**src/hw/rtl/ccr_pkg.sv**
```systemverilog
`timescale 1ns / 1ps

package ccr_pkg;

  localparam int GRID_SIDE = 512;
  localparam int GRID_BITS = $clog2(GRID_SIDE);
  localparam int ADDR_BITS = 2 * GRID_BITS;
  localparam int GRID_CELLS = GRID_SIDE * GRID_SIDE;
  localparam int COUNT_W = $clog2(GRID_SIDE + 1);
  localparam int BIT_W = (GRID_BITS > 1) ? $clog2(GRID_BITS) : 1;
  // cols * cell and the remainder of a coordinate divide
  localparam int LIM_W = COUNT_W + 21;
  // grid-relative sample coordinate, signed
  localparam int OFS_W = (LIM_W + 1 > 35) ? LIM_W + 1 : 35;

  localparam logic [2:0] CFG_CELL_SIZE = 3'd0;
  localparam logic [2:0] CFG_ORIGIN_X = 3'd1;
  localparam logic [2:0] CFG_ORIGIN_Y = 3'd2;
  localparam logic [2:0] CFG_COLUMNS = 3'd3;
  localparam logic [2:0] CFG_ROWS = 3'd4;
  localparam logic [2:0] CFG_RADIUS = 3'd5;
  localparam logic [2:0] CFG_ROBOT_WIDTH = 3'd6;

  localparam logic MODE_WRITE = 1'b0;
  localparam logic MODE_QUERY = 1'b1;

  localparam logic [31:0] PI_Q30 = 32'd3373259426;
  localparam logic [7:0] LETHAL_COST = 8'd254;
  localparam logic [20:0] CELL_MIN = 21'd64;
  localparam logic [20:0] CELL_MAX = 21'd1048576;
  localparam logic [20:0] RADIUS_MAX = 21'd1048576;
  localparam logic [31:0] RECIP_FIVE = 32'((64'd1 << 32) / 64'd5);
  localparam logic [8:0] FIVE = 9'd5;

  typedef struct packed {
    logic [20:0]        cell_size;
    logic signed [31:0] grid_origin_x;
    logic signed [31:0] grid_origin_y;
    logic [9:0]         grid_columns;
    logic [9:0]         grid_rows;
    logic [20:0]        search_radius;
    logic [18:0]        body_width;
  } cfg_t;

  typedef struct packed {
    logic               mode;
    logic [8:0]         cell_column;
    logic [8:0]         cell_row;
    logic [7:0]         cell_cost;
    logic signed [31:0] point_x;
    logic signed [31:0] point_y;
    logic [15:0]        heading;
  } req_t;

  typedef struct packed {
    logic [21:0] left_clr;
    logic [21:0] right_clr;
    logic [22:0] corridor_width;
    logic        narrow_flag;
    logic        door_flag;
  } rsp_t;

  // taylor term n+1 divides by (2n+2)(2n+3)
  function automatic logic [8:0] term_div(input logic [2:0] n);
    logic [8:0] r;
    case (n)
      3'd0: r = 9'd6;
      3'd1: r = 9'd20;
      3'd2: r = 9'd42;
      3'd3: r = 9'd72;
      3'd4: r = 9'd110;
      3'd5: r = 9'd156;
      3'd6: r = 9'd210;
      default: r = 9'd272;
    endcase
    return r;
  endfunction

  // floor(2^32 / term_div)
  function automatic logic [31:0] term_recip(input logic [2:0] n);
    logic [31:0] r;
    case (n)
      3'd0: r = 32'((64'd1 << 32) / 64'd6);
      3'd1: r = 32'((64'd1 << 32) / 64'd20);
      3'd2: r = 32'((64'd1 << 32) / 64'd42);
      3'd3: r = 32'((64'd1 << 32) / 64'd72);
      3'd4: r = 32'((64'd1 << 32) / 64'd110);
      3'd5: r = 32'((64'd1 << 32) / 64'd156);
      3'd6: r = 32'((64'd1 << 32) / 64'd210);
      default: r = 32'((64'd1 << 32) / 64'd272);
    endcase
    return r;
  endfunction

endpackage

```
**src/hw/rtl/ccr_mul.sv**
```systemverilog
`timescale 1ns / 1ps

module ccr_mul (
  input  logic        clk,
  input  logic [31:0] a,
  input  logic [31:0] b,
  output logic [63:0] prod
);

  always_ff @(posedge clk) begin
    prod <= 64'(a) * 64'(b);
  end

endmodule

```
**src/hw/rtl/ccr_core.sv**
```systemverilog
`timescale 1ns / 1ps

module ccr_core (
  input  logic                          clk,
  input  logic                          rst,
  input  ccr_pkg::cfg_t                 cfg,
  input  logic                          start,
  input  ccr_pkg::req_t                 req,
  output logic                          busy,
  output logic                          res_valid,
  input  logic                          res_ready,
  output ccr_pkg::rsp_t                 res,
  output logic [ccr_pkg::ADDR_BITS-1:0] rd_addr,
  input  logic [7:0]                    rd_data
);

  import ccr_pkg::*;

  localparam logic [4:0] S_IDLE    = 5'd0;
  localparam logic [4:0] S_SIN_X   = 5'd1;
  localparam logic [4:0] S_SIN_X2  = 5'd2;
  localparam logic [4:0] S_SIN_T   = 5'd3;
  localparam logic [4:0] S_SIN_P   = 5'd4;
  localparam logic [4:0] S_SIN_Q   = 5'd5;
  localparam logic [4:0] S_SIN_C   = 5'd6;
  localparam logic [4:0] S_SIN_F   = 5'd7;
  localparam logic [4:0] S_SETUP_A = 5'd8;
  localparam logic [4:0] S_SETUP_B = 5'd9;
  localparam logic [4:0] S_SETUP_C = 5'd10;
  localparam logic [4:0] S_SETUP_D = 5'd11;
  localparam logic [4:0] S_SETUP_E = 5'd12;
  localparam logic [4:0] S_RAY_M1  = 5'd13;
  localparam logic [4:0] S_RAY_M2  = 5'd14;
  localparam logic [4:0] S_RAY_M3  = 5'd15;
  localparam logic [4:0] S_RAY_DIV = 5'd16;
  localparam logic [4:0] S_RAY_RD  = 5'd17;
  localparam logic [4:0] S_RAY_CHK = 5'd18;
  localparam logic [4:0] S_DONE    = 5'd19;

  logic [4:0] state;

  logic signed [31:0] px, py;
  logic [15:0] head;
  logic which;

  logic [31:0] x2, t, p, qe;
  logic signed [33:0] s;
  logic [2:0] n;

  logic [16:0] sn_mag, cs_mag;
  logic sn_neg, cs_neg;

  logic [21:0] stride;
  logic [LIM_W-1:0] xlim, ylim;
  logic signed [OFS_W-1:0] pdx, pdy, ox;
  logic side;
  logic [21:0] d;
  logic [21:0] left, right;
  logic [LIM_W-1:0] remx, remy;
  logic [GRID_BITS-1:0] cx, cy;
  logic [BIT_W-1:0] bit_i;

  logic [31:0] mul_a, mul_b;
  logic [63:0] prod;

  ccr_mul u_mul (
    .clk  (clk),
    .a    (mul_a),
    .b    (mul_b),
    .prod (prod)
  );

  // effective configuration
  logic [20:0] cell_eff, radius_eff;
  logic [21:0] limit;
  logic [COUNT_W-1:0] cols_eff, rows_eff;
  logic [22:0] v5;

  always_comb begin
    if (cfg.cell_size < CELL_MIN) cell_eff = CELL_MIN;
    else if (cfg.cell_size > CELL_MAX) cell_eff = CELL_MAX;
    else cell_eff = cfg.cell_size;
    radius_eff = (cfg.search_radius > RADIUS_MAX) ? RADIUS_MAX : cfg.search_radius;
    cols_eff = (32'(cfg.grid_columns) > GRID_SIDE) ? COUNT_W'(GRID_SIDE)
                                                   : COUNT_W'(cfg.grid_columns);
    rows_eff = (32'(cfg.grid_rows) > GRID_SIDE) ? COUNT_W'(GRID_SIDE)
                                                : COUNT_W'(cfg.grid_rows);
  end

  assign limit = {radius_eff, 1'b0};
  assign v5 = {cell_eff, 2'b10};

  // angle of the sine being formed, folded to the first quarter
  logic [15:0] angle;
  logic [14:0] kk;
  assign angle = which ? (head + 16'd16384) : head;
  assign kk = angle[14] ? (15'd16384 - {1'b0, angle[13:0]}) : {1'b0, angle[13:0]};

  logic [30:0] x_w;
  logic [31:0] hi30, hi32;
  logic [31:0] rem_t, tn;
  logic [33:0] sc;
  logic [16:0] vq;
  logic [22:0] rx_u, ry_u;
  logic signed [OFS_W-1:0] rx_s, ry_s, ox_w, oy_w;
  logic off_map;
  logic [LIM_W-1:0] sh_cell;
  logic [31:0] rem5;
  logic stop;
  logic [21:0] stop_dist;

  assign x_w = 31'((prod + 64'd16384) >> 15);
  assign hi30 = prod[61:30];
  assign hi32 = prod[63:32];
  assign rem_t = p - prod[31:0];
  assign tn = (rem_t >= 32'(term_div(n))) ? qe + 32'd1 : qe;
  assign sc = (s < 0) ? 34'd0 : 34'(s);
  assign vq = 17'((sc + 34'd8192) >> 14);
  assign rem5 = 32'(v5) - prod[31:0];

  assign rx_u = 23'((prod + 64'd32768) >> 16);
  assign ry_u = rx_u;
  assign rx_s = OFS_W'(rx_u);
  assign ry_s = OFS_W'(ry_u);
  // left ray runs along (-sin, cos), right along (sin, -cos)
  assign ox_w = (side ? sn_neg : !sn_neg) ? pdx - rx_s : pdx + rx_s;
  assign oy_w = (side ? !cs_neg : cs_neg) ? pdy - ry_s : pdy + ry_s;
  assign off_map = (ox < 0) || (oy_w < 0) || (ox >= $signed(OFS_W'(xlim)))
                   || (oy_w >= $signed(OFS_W'(ylim)));
  assign sh_cell = LIM_W'(cell_eff) << bit_i;

  always_comb begin
    stop = 1'b0;
    stop_dist = d;
    case (state)
      S_RAY_M1: begin
        if (d >= limit) begin
          stop = 1'b1;
          stop_dist = limit;
        end
      end
      S_RAY_M3: stop = off_map;
      S_RAY_CHK: stop = (rd_data >= LETHAL_COST);
      default: stop = 1'b0;
    endcase
  end

  always_comb begin
    mul_a = 32'd0;
    mul_b = 32'd0;
    case (state)
      S_SIN_X: begin
        mul_a = 32'(kk);
        mul_b = PI_Q30;
      end
      S_SIN_X2: begin
        mul_a = 32'(x_w);
        mul_b = 32'(x_w);
      end
      S_SIN_T: begin
        mul_a = t;
        mul_b = hi30;
      end
      S_SIN_P: begin
        mul_a = hi30;
        mul_b = term_recip(n);
      end
      S_SIN_Q: begin
        mul_a = hi32;
        mul_b = 32'(term_div(n));
      end
      S_SIN_C: begin
        mul_a = tn;
        mul_b = x2;
      end
      S_SETUP_A: begin
        mul_a = 32'(v5);
        mul_b = RECIP_FIVE;
      end
      S_SETUP_B: begin
        mul_a = hi32;
        mul_b = 32'(FIVE);
      end
      S_SETUP_C: begin
        mul_a = 32'(cols_eff);
        mul_b = 32'(cell_eff);
      end
      S_SETUP_D: begin
        mul_a = 32'(rows_eff);
        mul_b = 32'(cell_eff);
      end
      S_RAY_M1: begin
        mul_a = 32'(sn_mag);
        mul_b = 32'(d);
      end
      S_RAY_M2: begin
        mul_a = 32'(cs_mag);
        mul_b = 32'(d);
      end
      default: begin
        mul_a = 32'd0;
        mul_b = 32'd0;
      end
    endcase
  end

  always_ff @(posedge clk) begin
    if (rst) begin
      state <= S_IDLE;
      side <= 1'b0;
      d <= 22'd0;
      left <= 22'd0;
      which <= 1'b0;
    end else if (stop) begin
      if (!side) begin
        left <= stop_dist;
        side <= 1'b1;
        d <= 22'd0;
        state <= S_RAY_M1;
      end else begin
        right <= stop_dist;
        d <= stop_dist;
        state <= S_DONE;
      end
    end else begin
      case (state)
        S_IDLE: begin
          if (start) begin
            px <= req.point_x;
            py <= req.point_y;
            head <= req.heading;
            which <= 1'b0;
            state <= S_SIN_X;
          end
        end
        S_SIN_X: state <= S_SIN_X2;
        S_SIN_X2: begin
          t <= 32'(x_w);
          s <= 34'(x_w);
          state <= S_SIN_T;
        end
        S_SIN_T: begin
          x2 <= hi30;
          n <= 3'd0;
          state <= S_SIN_P;
        end
        S_SIN_P: begin
          p <= hi30;
          state <= S_SIN_Q;
        end
        S_SIN_Q: begin
          qe <= hi32;
          state <= S_SIN_C;
        end
        S_SIN_C: begin
          t <= tn;
          // odd terms subtract
          s <= n[0] ? s + $signed({2'b00, tn}) : s - $signed({2'b00, tn});
          if (n == 3'd7) begin
            state <= S_SIN_F;
          end else begin
            n <= n + 3'd1;
            state <= S_SIN_P;
          end
        end
        S_SIN_F: begin
          if (!which) begin
            sn_mag <= vq;
            sn_neg <= angle[15];
            which <= 1'b1;
            state <= S_SIN_X;
          end else begin
            cs_mag <= vq;
            cs_neg <= angle[15];
            state <= S_SETUP_A;
          end
        end
        S_SETUP_A: begin
          pdx <= OFS_W'(px) - OFS_W'(cfg.grid_origin_x);
          pdy <= OFS_W'(py) - OFS_W'(cfg.grid_origin_y);
          state <= S_SETUP_B;
        end
        S_SETUP_B: begin
          qe <= hi32;
          state <= S_SETUP_C;
        end
        S_SETUP_C: begin
          stride <= 22'((rem5 >= 32'(FIVE)) ? qe + 32'd1 : qe);
          state <= S_SETUP_D;
        end
        S_SETUP_D: begin
          xlim <= LIM_W'(prod);
          state <= S_SETUP_E;
        end
        S_SETUP_E: begin
          ylim <= LIM_W'(prod);
          side <= 1'b0;
          d <= 22'd0;
          state <= S_RAY_M1;
        end
        S_RAY_M1: state <= S_RAY_M2;
        S_RAY_M2: begin
          ox <= ox_w;
          state <= S_RAY_M3;
        end
        S_RAY_M3: begin
          remx <= LIM_W'(ox);
          remy <= LIM_W'(oy_w);
          cx <= '0;
          cy <= '0;
          bit_i <= BIT_W'(GRID_BITS - 1);
          state <= S_RAY_DIV;
        end
        S_RAY_DIV: begin
          // one quotient bit of each coordinate per cycle
          if (remx >= sh_cell) begin
            remx <= remx - sh_cell;
            cx[bit_i] <= 1'b1;
          end
          if (remy >= sh_cell) begin
            remy <= remy - sh_cell;
            cy[bit_i] <= 1'b1;
          end
          if (bit_i == '0) begin
            state <= S_RAY_RD;
          end else begin
            bit_i <= bit_i - BIT_W'(1);
          end
        end
        S_RAY_RD: state <= S_RAY_CHK;
        S_RAY_CHK: begin
          d <= d + stride;
          state <= S_RAY_M1;
        end
        S_DONE: begin
          if (res_ready) begin
            state <= S_IDLE;
          end
        end
        default: state <= S_IDLE;
      endcase
    end
  end

  logic [22:0] sum;
  logic [26:0] w10, rw18, rw13;

  assign sum = {1'b0, left} + {1'b0, right};
  assign w10 = (27'(sum) << 3) + (27'(sum) << 1);
  assign rw18 = (27'(cfg.body_width) << 4) + (27'(cfg.body_width) << 1);
  assign rw13 = (27'(cfg.body_width) << 3) + (27'(cfg.body_width) << 2)
                + 27'(cfg.body_width);

  assign busy = (state != S_IDLE);
  assign res_valid = (state == S_DONE);
  assign res.left_clr = left;
  assign res.right_clr = right;
  assign res.corridor_width = sum;
  assign res.narrow_flag = (w10 < rw18);
  assign res.door_flag = (w10 < rw13);
  assign rd_addr = {cy, cx};

endmodule

```
**config.mk**
```make
export PLATFORM = sky130hd
export DESIGN_NAME = ccr_core
export DESIGN_NICKNAME = d
export VERILOG_FILES = /design/src/hw/rtl/ccr_pkg.sv /design/src/hw/rtl/ccr_mul.sv /design/src/hw/rtl/ccr_core.sv
export SDC_FILE = /design/constraint.sdc
export NUM_CORES = 2
export LEC_CHECK = 0
export BUFFER_PORTS_ARGS = -buffer_cell sky130_fd_sc_hd__buf_2
export CAP_MARGIN = 20
export CELL_PAD_IN_SITES_DETAIL_PLACEMENT = 0
export CELL_PAD_IN_SITES_GLOBAL_PLACEMENT = 1
export CORE_MARGIN = 2
export CORE_UTILIZATION = 50
export DETAILED_ROUTE_END_ITERATION = 7
export PLACE_DENSITY_LB_ADDON = 0.1
export SYNTH_ARGS = -nofsm -noshare
export SYNTH_HDL_FRONTEND = slang
export SYNTH_SLANG_ARGS = --single-unit
```
**constraint.sdc**
```tcl
create_clock -name clk -period 17.2 [get_ports clk]
set_input_delay 1.72 -clock clk [delete_from_list [all_inputs] [get_ports clk]]
set_output_delay 1.72 -clock clk [all_outputs]
set_load 0.02 [all_outputs]
```
==> impl_metrics.py <==
metrics = {
    "worst_setup_path": {
        "arrival_ps": 16640,
        "critPathLaunchType": "flop",
        "cpPeakStageDelay_ps": 910,
        "crit_path_top_delay_cell": "o21a_1",
        "crit_fanout": 12,
        "cpLargestDelayFamily": "compound AO/OA/AOI/OAI gates",
        "timing_worst_setup_path_type": "reg -> reg",
        "critPathRequiredTime_ps": 17800,
        "crit_buf_inv": 6,
        "cpMostUsedCell": "fa_1",
        "cp-end-kind": "flop",
    },
    "pwr": {
        "p_leak_nw": 42.22,
        "ir_drop_uv": 74.28,
        "power_w": 0.009054,
        "p_per_area_nw_per_um2": 97.58,
    },
    "grt": {
        "antenna_found_initial": 24,
        "grt_pass1_vias": 72180,
        "gr-total-overflow": 0,
        "grt_pass1_wl_microns": 482800,
        "grt_use_total": 0.3820,
        "grt_max_degree": 117,
    },
    "timing": {
        "fmax_mhz": 62.32,
        "period_share": 0.9329,
        "period_needed_ps": 16050,
        "finalSetupTns_ps": 0,
        "fin_skew_ps": 40.92,
        "setup_viol": 0,
        "holdWs_ps": 479.8,
        "slew_violations": 0,
        "tightest_slew_ps": 1275,
        "relSlewSlack": 0.1474,
        "rsz0062_at_grt": "false",
        "hold_violations": 0,
    },
    "floorplanning": {
        "ios": 353,
        "rows": 151,
        "die_area_sq_um": 173600,
        "dieHeight_microns": 416.7,
        "start_util": 0.5030,
        "die_x_microns": 416.7,
        "coreArea_sq_um": 169300,
    },
    "cells_and_area": {
        "final_cell_area_sq_um": 92790,
        "area_delta_synth_final_pct": 8.966,
        "fin_nets": 11670,
        "fillers": 15690,
        "finalNonFillerCells": 11980,
        "drive_gt1_frac": 0.08520,
    },
    "logic_synthesis": {
        "synth_area_leaders": "fa_1 (22%), edfxtp_1 (20%), ha_1 (12%)",
        "synth-edff-count": 572,
        "synth.distinct_cells": 99,
        "yosysMostFrequentCell": "inv_1",
        "yosys_warnings": 0,
        "synth_top_area_cell": "fa_1",
        "ys_top_cells_by_count": "inv_1 (1,330), nor2_1 (1,000), nand2_1 (992)",
        "synthFlopType": "edfxtp_1",
        "synth_top_area_frac": 0.2175,
        "syn_area_per_cell_sq_um": 8.986,
        "netlist_instances": 9476,
        "syn_nets": 11460,
        "synth_seq_area_share": 0.2288,
        "postSynth.asyncResetShare": 0,
        "ys_ff_latch": 687,
        "synthesis.area_sq_um": 85150,
    },
    "clock_network": {
        "cts_resized": 0,
        "cts_tree": "done",
        "cts_made_buffers": 82,
        "clk_pin_slew_worst_paths_ps": 60,
        "ctsLongestPathBuffers": 3,
        "cts-root-buf": "clkbuf_16",
        "clock-sinks": 687,
        "cts_htree_levels": 3,
        "clk_latency_ps": 720,
        "cts_hold_buf": 0,
        "cts_setup_buffers": 0,
    },
    "placement": {
        "routabilityCongestion": 1.045,
        "dp_cells": 11820,
        "place_hpwl_microns": 266000,
        "io_buffers": 324,
        "place_area_sq_um": 89940,
    },
    "route": {
        "drt-total-wl_microns": 333100,
        "drcViolationCount": 0,
        "wire_per_inst_microns": 27.81,
        "dr.pass1.iters": 7,
        "ant_nets": 0,
        "vias": 72680,
        "avgViaCountPerCell": 6.067,
        "drt_first_iter_violations": 7277,
    },
    "worst_hold_path": {
        "hp-class": "reg -> reg",
    },
    "status": {
        "outcome": "finished, final reports clean",
    },
    "flow_run": {
        "drv_cap": 0,
    },
}
cell usage in the layout, fill, tap and decap left out, drive strengths merged, types with 64 or more instances in the layout:
cell,synthesis,final
inv,1331,1341
a21o,185,185
ha,798,798
o21a,67,67
nor2,1001,1001
xnor2,382,382
and3,73,73
mux2i,64,64
dfxtp,115,115
nor3,124,124
nand4,77,77
edfxtp,572,572
clkbuf,312,94
buf,84,523
fa,925,925
a21oi,492,492
and2,79,79
xor2,200,200
nand2,993,993
nor2b,103,103
nand3,163,163
o21ai,375,375
nand2b,125,125
worst paths after layout:
path / startpoint / end / slack, ps / cells after the start
hold reg to reg: u_mul.prod[62] / qe[30] / 480 / 0
setup / recovery: u_mul.prod[0] / u_mul.prod[62] / 1150 / 48
hold / removal: u_mul.prod[62] / qe[30] / 480 / 0
setup reg to reg: u_mul.prod[0] / u_mul.prod[62] / 1150 / 48
registers in the layout, indices dropped and copies added (netlist names), 22 cells and up:
register    cells
left           22
xlim           31
pdx            33
u_mul.prod     64
stride         22
remx           31
ox             35
ylim           31
qe             32
remy           31
p              32
s              34
t              32
pdy            33
d              22
py             32
px             32
x2             32
right          22
area by class of cell:
class,instances,area [sq um],area share
multi-input cells,7060,59530,0.6416
flip-flops and latches,687,19480,0.2099
clock buffers,94,2138,0.02305
clock inverters,57,654.4,0.007053
diodes,7,17.52,0.0001888
repair buffers,523,3191,0.03439
inverters,1333,5004,0.05393
well taps,2218,2775,0.02991
stage by stage:
| stage | setup slack, ps | util |
|---|---|---|
| finish | 1155 | 0.5481 |
| global route | 644.3 | 0.5480 |
| CTS | 1596 | 0.5478 |
| detailed placement | 1660 | 0.5313 |
| global placement | 1683 | 0.5309 |
| floorplan | 4260 | - |
cells by family after synthesis:
group / count (synthesis) / synth area share
AND/OR/NAND/NOR: 2948 / 0.1567
XOR/XNOR: 582 / 0.06022
buffers and inverters: 1729 / 0.07711
flip-flops: 687 / 0.2288
AO/OA/AOI/OAI: 1730 / 0.1332
multiplexers: 77 / 0.009242
adder cells (fa/ha/maj): 1723 / 0.3347
where the power goes:
group	switching (W)	total [W]	internal (W)	leakage (nW)
combinational	0.00334	0.00503	0.00169	34.6
clock	0.000795	0.00186	0.00107	1.37
sequential	0.000166	0.00216	0.00199	6.20
total	0.00430	0.00905	0.00475	42.2
worst reg2reg max path: cells and delay by family, from the launching register on:
family / cells / cell delay, ps
compound gates: 17 / 5680
buf+inv: 6 / 640
simple gates: 10 / 3130
xor+xnor: 3 / 830
flops: 1 / 460
fa+ha+maj: 12 / 5200
per-layer routing:
layer | wire [microns] | vias up | GRT usage
li1 | - | 32160 | -
met1 | 126800 | 36030 | 0.4733
met2 | 150100 | 3537 | 0.6080
met3 | 28400 | 942 | 0.07117
met4 | 27760 | 6 | 0.2582
met5 | 75 | - | 0
Power figures use the tool's default switching activity.
